### config.mk
export PLATFORM = sky130hd
export DESIGN_NAME = midpoint_circle_rasterizer_core
export DESIGN_NICKNAME = d
export VERILOG_FILES = /design/src/sv/mcr_pkg.sv /design/src/sv/mcr_step.sv /design/src/sv/mcr_point.sv /design/src/sv/midpoint_circle_rasterizer_core.sv
export SDC_FILE = /design/constraint.sdc
export NUM_CORES = 1
export LEC_CHECK = 0
export BUFFER_PORTS_ARGS = -buffer_cell sky130_fd_sc_hd__buf_2
export CAP_MARGIN = 40
export CORE_ASPECT_RATIO = 0.8
export CORE_UTILIZATION = 56
export CTS_BUF_LIST = sky130_fd_sc_hd__clkbuf_8 sky130_fd_sc_hd__clkbuf_16
export CTS_CLUSTER_SIZE = 25
export DETAILED_ROUTE_END_ITERATION = 16
export PLACE_DENSITY = 0.8
export SYNTH_ARGS = -nofsm -noshare
export SYNTH_HDL_FRONTEND = slang
export SYNTH_SLANG_ARGS = --single-unit
### constraint.sdc
create_clock -name i_clk -period 5.57 [get_ports i_clk]
set_input_delay 1.114 -clock i_clk [delete_from_list [all_inputs] [get_ports i_clk]]
set_output_delay 1.114 -clock i_clk [all_outputs]
set_load 0.02 [all_outputs]
### src/sv/mcr_pkg.sv
// Shared constants for the midpoint circle rasterizer.
// Field widths of the request and result beats and default grid sizes.
package mcr_pkg;

    localparam int MCR_GRID_WIDTH  = 16;
    localparam int MCR_GRID_HEIGHT = 16;
    localparam int MCR_MAX_RADIUS  = 16;

    localparam int CXY_W   = 4;
    localparam int RAD_W   = 6;
    localparam int COLOR_W = 24;
    localparam int PIX_W   = 8;
    localparam int LANES   = 8;

endpackage

### src/sv/mcr_step.sv
// Decision step of the midpoint circle loop: one shared adder updates the
// error term, and the offsets advance. Depends on mcr_pkg.
module mcr_step
    import mcr_pkg::*;
#(
    parameter int MAX_RADIUS = MCR_MAX_RADIUS
) (
    input  logic [$clog2(MAX_RADIUS + 1)-1:0]        i_a,
    input  logic [$clog2(MAX_RADIUS + 2)-1:0]        i_b,
    input  logic signed [$clog2(MAX_RADIUS + 2)+2:0] i_err,
    output logic [$clog2(MAX_RADIUS + 1)-1:0]        o_a,
    output logic [$clog2(MAX_RADIUS + 2)-1:0]        o_b,
    output logic signed [$clog2(MAX_RADIUS + 2)+2:0] o_err,
    output logic                                     o_last
);

    localparam int A_W = $clog2(MAX_RADIUS + 1);
    localparam int B_W = $clog2(MAX_RADIUS + 2);
    localparam int E_W = B_W + 3;

    logic                  neg;
    logic [A_W-1:0]        a1;
    logic [B_W-1:0]        b1;
    logic signed [E_W-1:0] a1_e;
    logic signed [E_W-1:0] b1_e;
    logic signed [E_W-1:0] addend;

    always_comb begin
        neg  = i_err[E_W-1];
        b1   = i_b + B_W'(1);
        a1   = neg ? i_a : i_a - A_W'(1);
        a1_e = $signed(E_W'(a1));
        b1_e = $signed(E_W'(b1));
        if (neg) begin
            addend = (b1_e <<< 1) + $signed(E_W'(1));
        end else begin
            addend = (b1_e - a1_e + $signed(E_W'(1))) <<< 1;
        end
        o_a    = a1;
        o_b    = b1;
        o_err  = i_err + addend;
        o_last = B_W'(a1) < b1;
    end

endmodule

### src/sv/mcr_point.sv
// Eight octant lanes: mirrored points, on-grid test and row-major index.
// Off-grid points read as zero. Depends on mcr_pkg.
module mcr_point
    import mcr_pkg::*;
#(
    parameter int GRID_WIDTH  = MCR_GRID_WIDTH,
    parameter int GRID_HEIGHT = MCR_GRID_HEIGHT,
    parameter int MAX_RADIUS  = MCR_MAX_RADIUS
) (
    input  logic [CXY_W-1:0]                   i_cx,
    input  logic [CXY_W-1:0]                   i_cy,
    input  logic [$clog2(MAX_RADIUS + 1)-1:0]  i_a,
    input  logic [$clog2(MAX_RADIUS + 2)-1:0]  i_b,
    output logic [PIX_W-1:0]                   o_pix [LANES],
    output logic [LANES-1:0]                   o_mask
);

    localparam int B_W   = $clog2(MAX_RADIUS + 2);
    localparam int C_W   = ((B_W > CXY_W) ? B_W : CXY_W) + 2;
    localparam int IDX_W = 16;

    logic signed [C_W-1:0] cx_s;
    logic signed [C_W-1:0] cy_s;
    logic signed [C_W-1:0] a_s;
    logic signed [C_W-1:0] b_s;

    assign cx_s = $signed(C_W'(i_cx));
    assign cy_s = $signed(C_W'(i_cy));
    assign a_s  = $signed(C_W'(i_a));
    assign b_s  = $signed(C_W'(i_b));

    for (genvar i = 0; i < LANES; i++) begin : g_lane
        localparam bit SWAP = (i % 2) == 1;
        localparam bit XNEG = (i >= 2) && (i <= 5);
        localparam bit YNEG = (i >= 4);

        logic signed [C_W-1:0] dx;
        logic signed [C_W-1:0] dy;
        logic signed [C_W-1:0] x;
        logic signed [C_W-1:0] y;
        logic                  vis;
        logic [IDX_W-1:0]      idx;

        always_comb begin
            dx  = SWAP ? b_s : a_s;
            dy  = SWAP ? a_s : b_s;
            x   = XNEG ? cx_s - dx : cx_s + dx;
            y   = YNEG ? cy_s - dy : cy_s + dy;
            vis = (int'(x) >= 0) && (int'(x) < GRID_WIDTH) &&
                  (int'(y) >= 0) && (int'(y) < GRID_HEIGHT);
            idx = IDX_W'($unsigned(y)) * IDX_W'(GRID_WIDTH) + IDX_W'($unsigned(x));
            o_pix[i]  = vis ? idx[PIX_W-1:0] : '0;
            o_mask[i] = vis;
        end
    end

endmodule

### src/sv/midpoint_circle_rasterizer_core.sv
// Top level of the midpoint circle rasterizer: sequencer, loop registers,
// output register. Depends on mcr_pkg, mcr_step and mcr_point.
//
//  channel  | direction | valid        | stall       | beat
//  request  | in        | i_in_valid   | o_in_stall  | center, radius, color
//  result   | out       | o_out_valid  | i_out_stall | eight pixels, mask, color, last
//
// A circle of radius r gives about r/sqrt(2)+1 beats, one per cycle through the
// decision adder while the result is not stalled.
// A negative or zero radius gives one beat.
// Reset is synchronous and clears the sequencer and the result valid.
// A stalled result holds the loop; the request side stalls until the last beat
// of the circle is in the output register.
module midpoint_circle_rasterizer_core
    import mcr_pkg::*;
#(
    parameter int GRID_WIDTH  = MCR_GRID_WIDTH,
    parameter int GRID_HEIGHT = MCR_GRID_HEIGHT,
    parameter int MAX_RADIUS  = MCR_MAX_RADIUS
) (
    input  logic                    i_clk,
    input  logic                    i_rst_n,
    input  logic                    i_in_valid,
    output logic                    o_in_stall,
    input  logic [CXY_W-1:0]        i_center_x,
    input  logic [CXY_W-1:0]        i_center_y,
    input  logic signed [RAD_W-1:0] i_radius,
    input  logic [COLOR_W-1:0]      i_draw_color,
    output logic                    o_out_valid,
    input  logic                    i_out_stall,
    output logic [PIX_W-1:0]        o_pixel_0,
    output logic [PIX_W-1:0]        o_pixel_1,
    output logic [PIX_W-1:0]        o_pixel_2,
    output logic [PIX_W-1:0]        o_pixel_3,
    output logic [PIX_W-1:0]        o_pixel_4,
    output logic [PIX_W-1:0]        o_pixel_5,
    output logic [PIX_W-1:0]        o_pixel_6,
    output logic [PIX_W-1:0]        o_pixel_7,
    output logic [LANES-1:0]        o_visible_mask,
    output logic [COLOR_W-1:0]      o_paint_color,
    output logic                    o_last
);

    localparam int A_W = $clog2(MAX_RADIUS + 1);
    localparam int B_W = $clog2(MAX_RADIUS + 2);
    localparam int E_W = B_W + 3;

    typedef enum logic [1:0] {
        S_IDLE = 2'b01,
        S_RUN  = 2'b10
    } t_state;

    typedef enum logic [1:0] {
        M_CIRCLE,
        M_DOT,
        M_EMPTY
    } t_mode;

    t_state                r_state;
    t_state                n_state;
    t_mode                 r_mode;
    logic [A_W-1:0]        r_a;
    logic [B_W-1:0]        r_b;
    logic signed [E_W-1:0] r_err;
    logic [CXY_W-1:0]      r_cx;
    logic [CXY_W-1:0]      r_cy;
    logic [COLOR_W-1:0]    r_color;

    logic                  r_out_valid;
    logic [PIX_W-1:0]      r_pix [LANES];
    logic [LANES-1:0]      r_mask;
    logic [COLOR_W-1:0]    r_out_color;
    logic                  r_out_last;

    logic                  in_take;
    logic                  out_free;
    logic                  emit;
    logic                  emit_last;
    logic [LANES-1:0]      emit_mask;
    logic                  sat;
    logic [A_W-1:0]        start_a;

    logic [A_W-1:0]        step_a;
    logic [B_W-1:0]        step_b;
    logic signed [E_W-1:0] step_err;
    logic                  step_last;
    logic [PIX_W-1:0]      pt_pix [LANES];
    logic [LANES-1:0]      pt_mask;

    mcr_step #(
        .MAX_RADIUS (MAX_RADIUS)
    ) u_step (
        .i_a    (r_a),
        .i_b    (r_b),
        .i_err  (r_err),
        .o_a    (step_a),
        .o_b    (step_b),
        .o_err  (step_err),
        .o_last (step_last)
    );

    mcr_point #(
        .GRID_WIDTH  (GRID_WIDTH),
        .GRID_HEIGHT (GRID_HEIGHT),
        .MAX_RADIUS  (MAX_RADIUS)
    ) u_point (
        .i_cx   (r_cx),
        .i_cy   (r_cy),
        .i_a    (r_a),
        .i_b    (r_b),
        .o_pix  (pt_pix),
        .o_mask (pt_mask)
    );

    always_comb begin
        in_take  = (r_state == S_IDLE) && i_in_valid;
        out_free = !r_out_valid || !i_out_stall;
        emit     = (r_state == S_RUN) && out_free;
        sat      = int'(i_radius) > MAX_RADIUS;
        start_a  = sat ? A_W'(MAX_RADIUS) : A_W'(i_radius[RAD_W-2:0]);
        case (r_mode)
            M_CIRCLE: begin
                emit_mask = pt_mask;
                emit_last = step_last;
            end
            M_DOT: begin
                emit_mask = {{(LANES - 1){1'b0}}, pt_mask[0]};
                emit_last = 1'b1;
            end
            default: begin
                emit_mask = '0;
                emit_last = 1'b1;
            end
        endcase
        n_state = r_state;
        case (r_state)
            S_IDLE: begin
                if (in_take) begin
                    n_state = S_RUN;
                end
            end
            S_RUN: begin
                if (emit && emit_last) begin
                    n_state = S_IDLE;
                end
            end
            default: begin
                n_state = S_IDLE;
            end
        endcase
    end

    always_ff @(posedge i_clk) begin
        if (!i_rst_n) begin
            r_state     <= S_IDLE;
            r_out_valid <= 1'b0;
        end else begin
            r_state <= n_state;
            if (emit) begin
                r_out_valid <= 1'b1;
            end else if (!i_out_stall) begin
                r_out_valid <= 1'b0;
            end
        end
    end

    always_ff @(posedge i_clk) begin
        if (in_take) begin
            r_cx    <= i_center_x;
            r_cy    <= i_center_y;
            r_color <= i_draw_color;
            r_b     <= '0;
            if (i_radius[RAD_W-1]) begin
                r_mode <= M_EMPTY;
                r_a    <= '0;
            end else if (i_radius == '0) begin
                r_mode <= M_DOT;
                r_a    <= '0;
            end else begin
                r_mode <= M_CIRCLE;
                r_a    <= start_a;
            end
            r_err <= $signed(E_W'(1)) - $signed(E_W'(start_a));
        end else if (emit) begin
            r_a   <= step_a;
            r_b   <= step_b;
            r_err <= step_err;
        end
        if (emit) begin
            for (int i = 0; i < LANES; i++) begin
                r_pix[i] <= emit_mask[i] ? pt_pix[i] : '0;
            end
            r_mask      <= emit_mask;
            r_out_color <= r_color;
            r_out_last  <= emit_last;
        end
    end

    assign o_in_stall     = (r_state != S_IDLE);
    assign o_out_valid    = r_out_valid;
    assign o_pixel_0      = r_pix[0];
    assign o_pixel_1      = r_pix[1];
    assign o_pixel_2      = r_pix[2];
    assign o_pixel_3      = r_pix[3];
    assign o_pixel_4      = r_pix[4];
    assign o_pixel_5      = r_pix[5];
    assign o_pixel_6      = r_pix[6];
    assign o_pixel_7      = r_pix[7];
    assign o_visible_mask = r_mask;
    assign o_paint_color  = r_out_color;
    assign o_last         = r_out_last;

endmodule

Yosys cells after proc, flatten, opt, wreduce, memory -nomap -nowiden. Memory sizes are Yosys's and may differ from the RTL's. Cells that the tools add are included.

Reduce and logical (&&, ||, !) cells: 30. Add/sub/neg operators: 23. Multiplexer cells: 35. $lt $le $gt $ge: 18. Equality and inequality tests: 7.

Operators by type and width (number): 8-bit 2-to-1 mux (19); 8-bit by 7-bit adder with 8-bit output (8); 6-bit by 1-bit greater-or-equal comparator with 1-bit output, second input constant (6); 5-bit 2-to-1 mux (6); 4-bit by 5-bit adder with 6-bit output (4); 6-bit less-than comparator, second input constant (4); 4-bit by 5-bit subtractor with 6-bit output (4); 1-bit logical AND (23); 8-bit case mux with 2 select lines (1); 7-bit by 1-bit greater-or-equal comparator with 1-bit output, second input constant (2); 7-bit by 6-bit less-than comparator with 1-bit output, second input constant (2); 6-bit by 5-bit less-than comparator with 1-bit output, second input constant (2); 8-bit adder (1); 6-bit by 1-bit adder with 7-bit output, second input constant (1); 7-bit by 2-bit adder with 7-bit output, second input constant (1); 6-bit greater-than comparator, second input constant (1); 6-bit logical NOT (1); 1-bit 2-to-1 mux (6); 2-bit by 1-bit inequality test with 1-bit output, second input constant (3); 1-bit by 5-bit subtractor with 6-bit output, first input constant (1); 5-bit by 5-bit subtractor with 6-bit output (1); 5-bit by 1-bit adder with 5-bit output, second input constant (1); 5-bit less-than comparator (1); 5-bit by 1-bit subtractor with 5-bit output, second input constant (1); 10 further kinds (13).

Word-level logic and storage cells: 126. Register bits after elaboration: 88. Memories: 1. Input bits: 42. Memory bits (writable): 64.

Memory list: r_pix (depth 8, width 8, rd ports 8, clocked after memory_dff 0, wr ports 8, line midpoint_circle_rasterizer_core.sv:70) `logic [PIX_W-1:0] r_pix [LANES];`.

Longest topological paths before layout.
Word-level depth: 8. Depth in mapped cells: 18.

Hierarchy. A second synthesis with hierarchy kept.

Cells, all modules: 734. Area total of the unflattened synthesis: 8538.2 um^2.

By module, submodules not included: midpoint_circle_rasterizer_core (instances 1, area each 5346.4 um^2, sequential area each 4484.3 um^2, cells an instance 304); mcr_point (instances 1, area each 2422.3 um^2, sequential area each 0.0 um^2, cells an instance 330); mcr_step (instances 1, area each 769.5 um^2, sequential area each 0.0 um^2, cells an instance 100).

Worst setup path before layout. No wires, ideal clock.

Path kind: input port to flip-flop. Start: input i_out_stall. End: register r_a[0] (enable). Setup time: 0.358 ns. Buffers on the path: 0. Setup slack: 1.233 ns. Arrival: 3.979 ns. Data required time: 5.212 ns. Stages on the path: 5. Cell sequence: nand2_1 > nand2_1 > inv_1 > nor2_1 > inv_1.

Cells in the longest elaborated chain, start to end: 4.

Ends and longest elaborated chain: start, declared (line midpoint_circle_rasterizer_core.sv:30) `input logic i_out_stall,`; 1-bit logical NOT; 1-bit logical OR (line midpoint_circle_rasterizer_core.sv:117) `out_free = !r_out_valid || !i_out_stall;`; 1-bit logical AND (line midpoint_circle_rasterizer_core.sv:118) `emit = (r_state == S_RUN) && out_free;`; net emit (line midpoint_circle_rasterizer_core.sv:77) `logic emit;`; 2-bit nonzero test (no source line); end signal, assigned (line midpoint_circle_rasterizer_core.sv:181) `r_a <= start_a;`; end signal, assigned (line midpoint_circle_rasterizer_core.sv:185) `r_a <= step_a;`; end, declared (line midpoint_circle_rasterizer_core.sv:62) `logic [A_W-1:0] r_a;`.

The timed path passes the listed nets, and every way through them passes these cells. A chain may end at the register's enable or synchronous reset.

Worst setup path after layout.
Start: register r_a[1]. End: register r_err[7] (data pin).

Cells in the longest elaborated chain, start to end: 8.

Ends and longest elaborated chain: 5-bit by 1-bit subtractor with 5-bit output (line mcr_step.sv:31) `a1 = neg ? i_a : i_a - A_W'(1);`; 5-bit 2-to-1 mux * (line mcr_step.sv:31); 5-bit by 5-bit subtractor with 6-bit output * (line mcr_step.sv:37) `addend = (b1_e - a1_e + $signed(E_W'(1))) <<< 1;`; 7-bit by 2-bit adder with 7-bit output * (line mcr_step.sv:37); 8-bit 2-to-1 mux * (line mcr_step.sv:34) `if (neg) begin`; 8-bit adder * (line mcr_step.sv:41) `o_err = i_err + addend;`; 8-bit 2-to-1 mux * (line midpoint_circle_rasterizer_core.sv:184) `end else if (emit) begin`; 8-bit 2-to-1 mux * (line midpoint_circle_rasterizer_core.sv:168) `if (in_take) begin`; end signal, assigned (line midpoint_circle_rasterizer_core.sv:183) `r_err <= $signed(E_W'(1)) - $signed(E_W'(start_a));`; end signal, assigned (line midpoint_circle_rasterizer_core.sv:187) `r_err <= step_err;`; end, declared (line midpoint_circle_rasterizer_core.sv:64) `logic signed [E_W-1:0] r_err;`.

Mark *: on every way between the ends. The rest lies on a longest branch, timed or not. The select of a mux whose other input is x is not followed.

==> metrics.txt <==
# TYPE chip_impl_metric gauge
chip_impl_metric{name="hold_viol_final",unit=""} 0
chip_impl_metric{name="post-cts-setup-buffers",unit=""} 0
chip_impl_metric{name="via_count_of_the_first_global_routing_pass",unit=""} 5191
chip_impl_info{name="critPathLaunchType",value="register"} 1
chip_impl_metric{name="drv_slew",unit=""} 0
chip_impl_info{name="outcome",value="finished clean"} 1
chip_impl_metric{name="detail_route.wirelength",unit="µm"} 16100
chip_impl_metric{name="drt.antenna.violating_nets",unit=""} 0
chip_impl_metric{name="detailroute.via_count",unit=""} 5244
chip_impl_metric{name="gp_routability_congestion",unit=""} 0.933
chip_impl_metric{name="clock-sinks",unit=""} 152
chip_impl_info{name="rsz0062_at_grt",value="no"} 1
chip_impl_metric{name="cts_buffer_depth",unit=""} 2
chip_impl_metric{name="grt_usage",unit="%"} 23.2
chip_impl_metric{name="leakage_dissipation",unit="nW"} 4.06
chip_impl_metric{name="vdd.ir_drop.worst",unit="V"} 0.000315
chip_impl_metric{name="clk_latency",unit="ns"} 0.43
chip_impl_metric{name="tightestPinTransition",unit="ns"} 0.756
chip_impl_metric{name="power.switching",unit="mW"} 1.11
chip_impl_metric{name="hpwlAfterDp",unit="µm"} 12000
chip_impl_metric{name="netlist_instances",unit=""} 636
chip_impl_metric{name="largest_stage_delay_on_the_critical_path",unit="ns"} 0.53
chip_impl_metric{name="storage_element_area",unit="µm²"} 4480
chip_impl_metric{name="filler_cells_inserted",unit=""} 992
chip_impl_metric{name="cp_max_fo",unit=""} 6
chip_impl_metric{name="pwr-share-seq",unit="%"} 40.0
chip_impl_metric{name="post_route_fraction_of_the_period_consumed_by_the_critical_path",unit="%"} 78.7
chip_impl_metric{name="detail_route.drc_violations",unit=""} 0
chip_impl_metric{name="port-buffer-count",unit=""} 140
chip_impl_metric{name="ys_seq_elements",unit=""} 152
chip_impl_metric{name="routedWlPerCell",unit="µm"} 16.5
chip_impl_metric{name="drv_cap",unit=""} 0
chip_impl_metric{name="post_layout_nonfiller_instances",unit=""} 978
chip_impl_metric{name="fin_worst_skew",unit="ns"} 0.0116
chip_impl_metric{name="yosys_warnings",unit=""} 0
chip_impl_metric{name="min_path_cells",unit=""} 0
chip_impl_info{name="worstReg2RegStart",value="r_a[1]"} 1
chip_impl_metric{name="reg2reg_slack",unit="ns"} 1.19
chip_impl_metric{name="async_reset_ff_share",unit="%"} 0
chip_impl_metric{name="cts_hold_buf",unit=""} 0
chip_impl_info{name="cp_slowest_cell",value="edfxtp_1"} 1
chip_impl_metric{name="chipHeight",unit="µm"} 109
chip_impl_metric{name="layout-drive-gt1-share",unit="%"} 24.7
chip_impl_metric{name="core_area",unit="µm²"} 13700
chip_impl_info{name="synth_top_flop_cell",value="edfxtp_1"} 1
chip_impl_metric{name="internal-power",unit="mW"} 2.39
chip_impl_metric{name="fp-row-count",unit=""} 38
chip_impl_metric{name="grt_antenna_before_repair",unit=""} 0
chip_impl_metric{name="post_cts_sizing",unit=""} 0
chip_impl_info{name="root_buffer",value="clkbuf_16"} 1
chip_impl_metric{name="nets",unit=""} 912
chip_impl_metric{name="floorplan.io_pins",unit=""} 141
chip_impl_metric{name="synthesis.area_per_instance",unit="µm²"} 12.5
chip_impl_metric{name="grt_max_degree",unit=""} 62
chip_impl_metric{name="area.growth.synth_to_final",unit="%"} 18.5
chip_impl_metric{name="crit_required",unit="ns"} 5.73
chip_impl_metric{name="wire_length_of_the_first_global_routing_pass",unit="µm"} 25300
chip_impl_metric{name="cts_htree_levels",unit=""} 4
chip_impl_metric{name="design.die.area",unit="µm²"} 14700
chip_impl_metric{name="initial_core_utilization",unit="%"} 58.0
chip_impl_metric{name="synth_sequential_area_ratio",unit="%"} 56.5
chip_impl_metric{name="finalSetupTns",unit="ns"} 0
chip_impl_info{name="hold_path_end",value="o_paint_color[6]"} 1
chip_impl_metric{name="fmax",unit="MHz"} 228
chip_impl_metric{name="die_width",unit="µm"} 135
chip_impl_metric{name="number_of_buffers_added_by_the_clock_tree_synthesis_step",unit=""} 17
chip_impl_metric{name="numPlacedInstances",unit=""} 946
chip_impl_metric{name="combPwrFrac",unit="%"} 28.3
chip_impl_metric{name="power_switching_share",unit="%"} 31.7
chip_impl_metric{name="synth_fp_nets",unit=""} 763
chip_impl_metric{name="detailed_routing_iteration_count_for_the_pre_antenna_repair_pass",unit=""} 4
chip_impl_metric{name="multi_input_comb_area",unit="µm²"} 3180
chip_impl_metric{name="clkSlewWorstSetupHoldPaths",unit="ns"} 0.07
chip_impl_metric{name="antenna_fix_cells",unit=""} 0
chip_impl_metric{name="ff2ff_path_depth",unit=""} 15
chip_impl_metric{name="worst_slew_margin_rel",unit="%"} 49.1
chip_impl_metric{name="synthDistinctLibCells",unit=""} 47
chip_impl_info{name="worst_path_most_repeated_cell",value="a21oi_1"} 1
chip_impl_info{name="worstHoldStart",value="r_color[6]"} 1
chip_impl_info{name="timing.setup.critical_path_class",value="reg -> reg"} 1
chip_impl_metric{name="drt_first_iter_violations",unit=""} 422
chip_impl_metric{name="viasPerCell",unit=""} 5.36
chip_impl_info{name="min-delay-path-class",value="reg -> reg"} 1
chip_impl_metric{name="overflow",unit=""} 0
chip_impl_info{name="r2r_end",value="r_err[7]"} 1
chip_impl_info{name="endpoint_kind",value="register"} 1
chip_impl_metric{name="layout_min_cycle_time",unit="ns"} 4.38
chip_impl_metric{name="synth-edff-count",unit=""} 144
chip_impl_metric{name="power.density_cell_area",unit="nW/µm²"} 372
chip_impl_metric{name="synthesis.area",unit="µm²"} 7940
chip_impl_info{name="cp_cell_instances",value="inv_1, ha_1, mux2_2, fa_1, a21oi_1, xor2_1, or4_1, a21oi_1, xnor2_1, nor2_1, ha_1, o21ai_0, a21oi_1, xor2_1, o21ai_1"} 1
chip_impl_metric{name="clkPwrFrac",unit="%"} 31.6
chip_impl_metric{name="cp.arrival",unit="ns"} 4.54
chip_impl_metric{name="setup_viol",unit=""} 0
chip_impl_info{name="cts_tree",value="built"} 1
[layout make-up]
class	count	share of cell area, %
flip-flops and latches	152	47.6
repair buffers	142	7.60
well taps	180	2.39
multi-input cells	410	33.8
clock buffers	17	4.52
inverters	62	2.50
clock inverters	15	1.56
[metrics by stage]
stage	worst slack, ns	cell area (µm²)	util, %	power (mW)	hold WS (ns)
after global placement	1.45	8840	64.6	2.35	0.401
after global routing	0.880	9410	68.7	3.69	0.422
after CTS	1.22	9410	68.7	3.51	0.418
final	1.19	9410	68.7	3.50	0.416
after floorplan	1.23	7940	-	2.17	0.400
after detailed placement	1.23	8840	64.6	2.40	0.405
[power by group through the flow]
stage          clock (mW)  combinational (mW)  sequential (mW)
2_1_floorplan           0               0.761             1.41
3_3_place_gp            0               0.932             1.42
3_5_place_dp            0               0.977             1.42
4_1_cts              1.12               0.990             1.40
5_1_grt              1.16                1.12             1.41
6_report             1.11               0.992             1.40
[layout by cell type (no fill, tap or decap), drive strengths merged, types with 2 or more instances in the layout]
cell	Yosys	routed
a21oi	36	36
maj3	3	3
nand4	2	2
mux2	2	2
dfxtp	8	8
o31ai	2	2
or4	3	3
clkinvlp	0	3
and2	11	11
buf	1	142
a31oi	5	5
mux2i	4	4
nor2b	10	10
nor2	73	73
a21o	10	10
fa	18	18
inv	62	66
o21bai	7	7
nand3	6	6
nand2b	7	7
nand3b	2	2
xor2	21	21
or3	4	4
and3	3	3
nor3	6	6
or2	10	10
ha	67	67
clkinv	0	7
edfxtp	144	144
nand2	24	24
o21ai	26	26
xnor2	38	38
clkbuf	11	17
nor4	3	3
[cell usage after synthesis, types with 2 or more instances]
| cell | n | area share [%] |
|---|---|---|
| edfxtp_1 | 144 | 54 |
| nor2_1 | 72 | 3.4 |
| ha_1 | 67 | 11 |
| inv_1 | 61 | 2.9 |
| a21oi_1 | 35 | 2.2 |
| xnor2_1 | 35 | 3.9 |
| o21ai_0 | 25 | 1.6 |
| nand2_1 | 24 | 1.1 |
| xor2_1 | 21 | 2.3 |
| fa_1 | 18 | 4.5 |
| and2_1 | 11 | 0.87 |
| clkbuf_1 | 11 | 0.52 |
| a21o_1 | 10 | 0.95 |
| nor2b_1 | 10 | 0.79 |
| or2_2 | 10 | 0.79 |
| dfxtp_1 | 8 | 2.0 |
| nand2b_1 | 7 | 0.55 |
| o21bai_1 | 7 | 0.66 |
| nor3_1 | 6 | 0.38 |
| a31oi_1 | 5 | 0.39 |
| nand3_1 | 5 | 0.32 |
| mux2i_1 | 4 | 0.50 |
| or3_1 | 4 | 0.32 |
| and3_1 | 3 | 0.24 |
| or4_1 | 3 | 0.28 |
| xnor2_2 | 3 | 0.61 |
| maj3_1 | 2 | 0.25 |
| mux2_2 | 2 | 0.28 |
| nand3b_1 | 2 | 0.19 |
| nand4_1 | 2 | 0.16 |
| nor4_1 | 2 | 0.16 |
| o31ai_1 | 2 | 0.19 |
[logic make-up after synthesis]
kind of cell,share of synthesized area (%)
AND/OR/NAND/NOR,10.2
flip-flops,56.5
AO/OA/AOI/OAI,6.73
adder cells (fa/ha/maj),15.5
buffers and inverters,3.51
XOR/XNOR,6.79
multiplexers,0.788
[registers in the layout, summed over array words and instances, names as in the netlist]
signal / cells
r_cy: 4
r_a: 5
o_out_valid: 1
r_pix: 64
r_color: 24
o_paint_color: 24
o_last: 1
o_visible_mask: 8
r_b: 5
r_state: 2
r_mode: 2
r_cx: 4
r_err: 8
[critical path: cells and delay by family, from the launching register on]
kind	cells	cell delay, ns
adders and majority gates	3	1.06
AOI/OAI and AO/OA	5	0.96
DFF	1	0.53
and+or+nand+nor	2	0.49
xor gates and xnor gates	3	0.45
buffers and inverters	1	0.30
muxes	1	0.30
[worst max-delay path by stage]
stage | from | to | slack (ns) | cells past startpoint
finish | r_a[1] | r_err[7] | 1.19 | 15
global route | r_a[1] | r_err[7] | 0.88 | 17
CTS | r_a[1] | r_err[7] | 1.22 | 15
detailed placement | r_a[1] | r_err[7] | 1.23 | 15
global placement | r_a[1] | r_err[7] | 1.45 | 17
floorplan | i_out_stall | r_a[0] | 1.23 | 5
[layer usage]
layer	wire [µm]	track usage, %	share of wire (%)	vias up
li1	-	-	-	2519
met2	7720	36.9	48	192
met3	1070	6.19	6.6	22
met5	0	0	0	-
met1	7130	30.3	44	2511
met4	231	9.15	1.4	0
(Power assumes the default switching activity.)
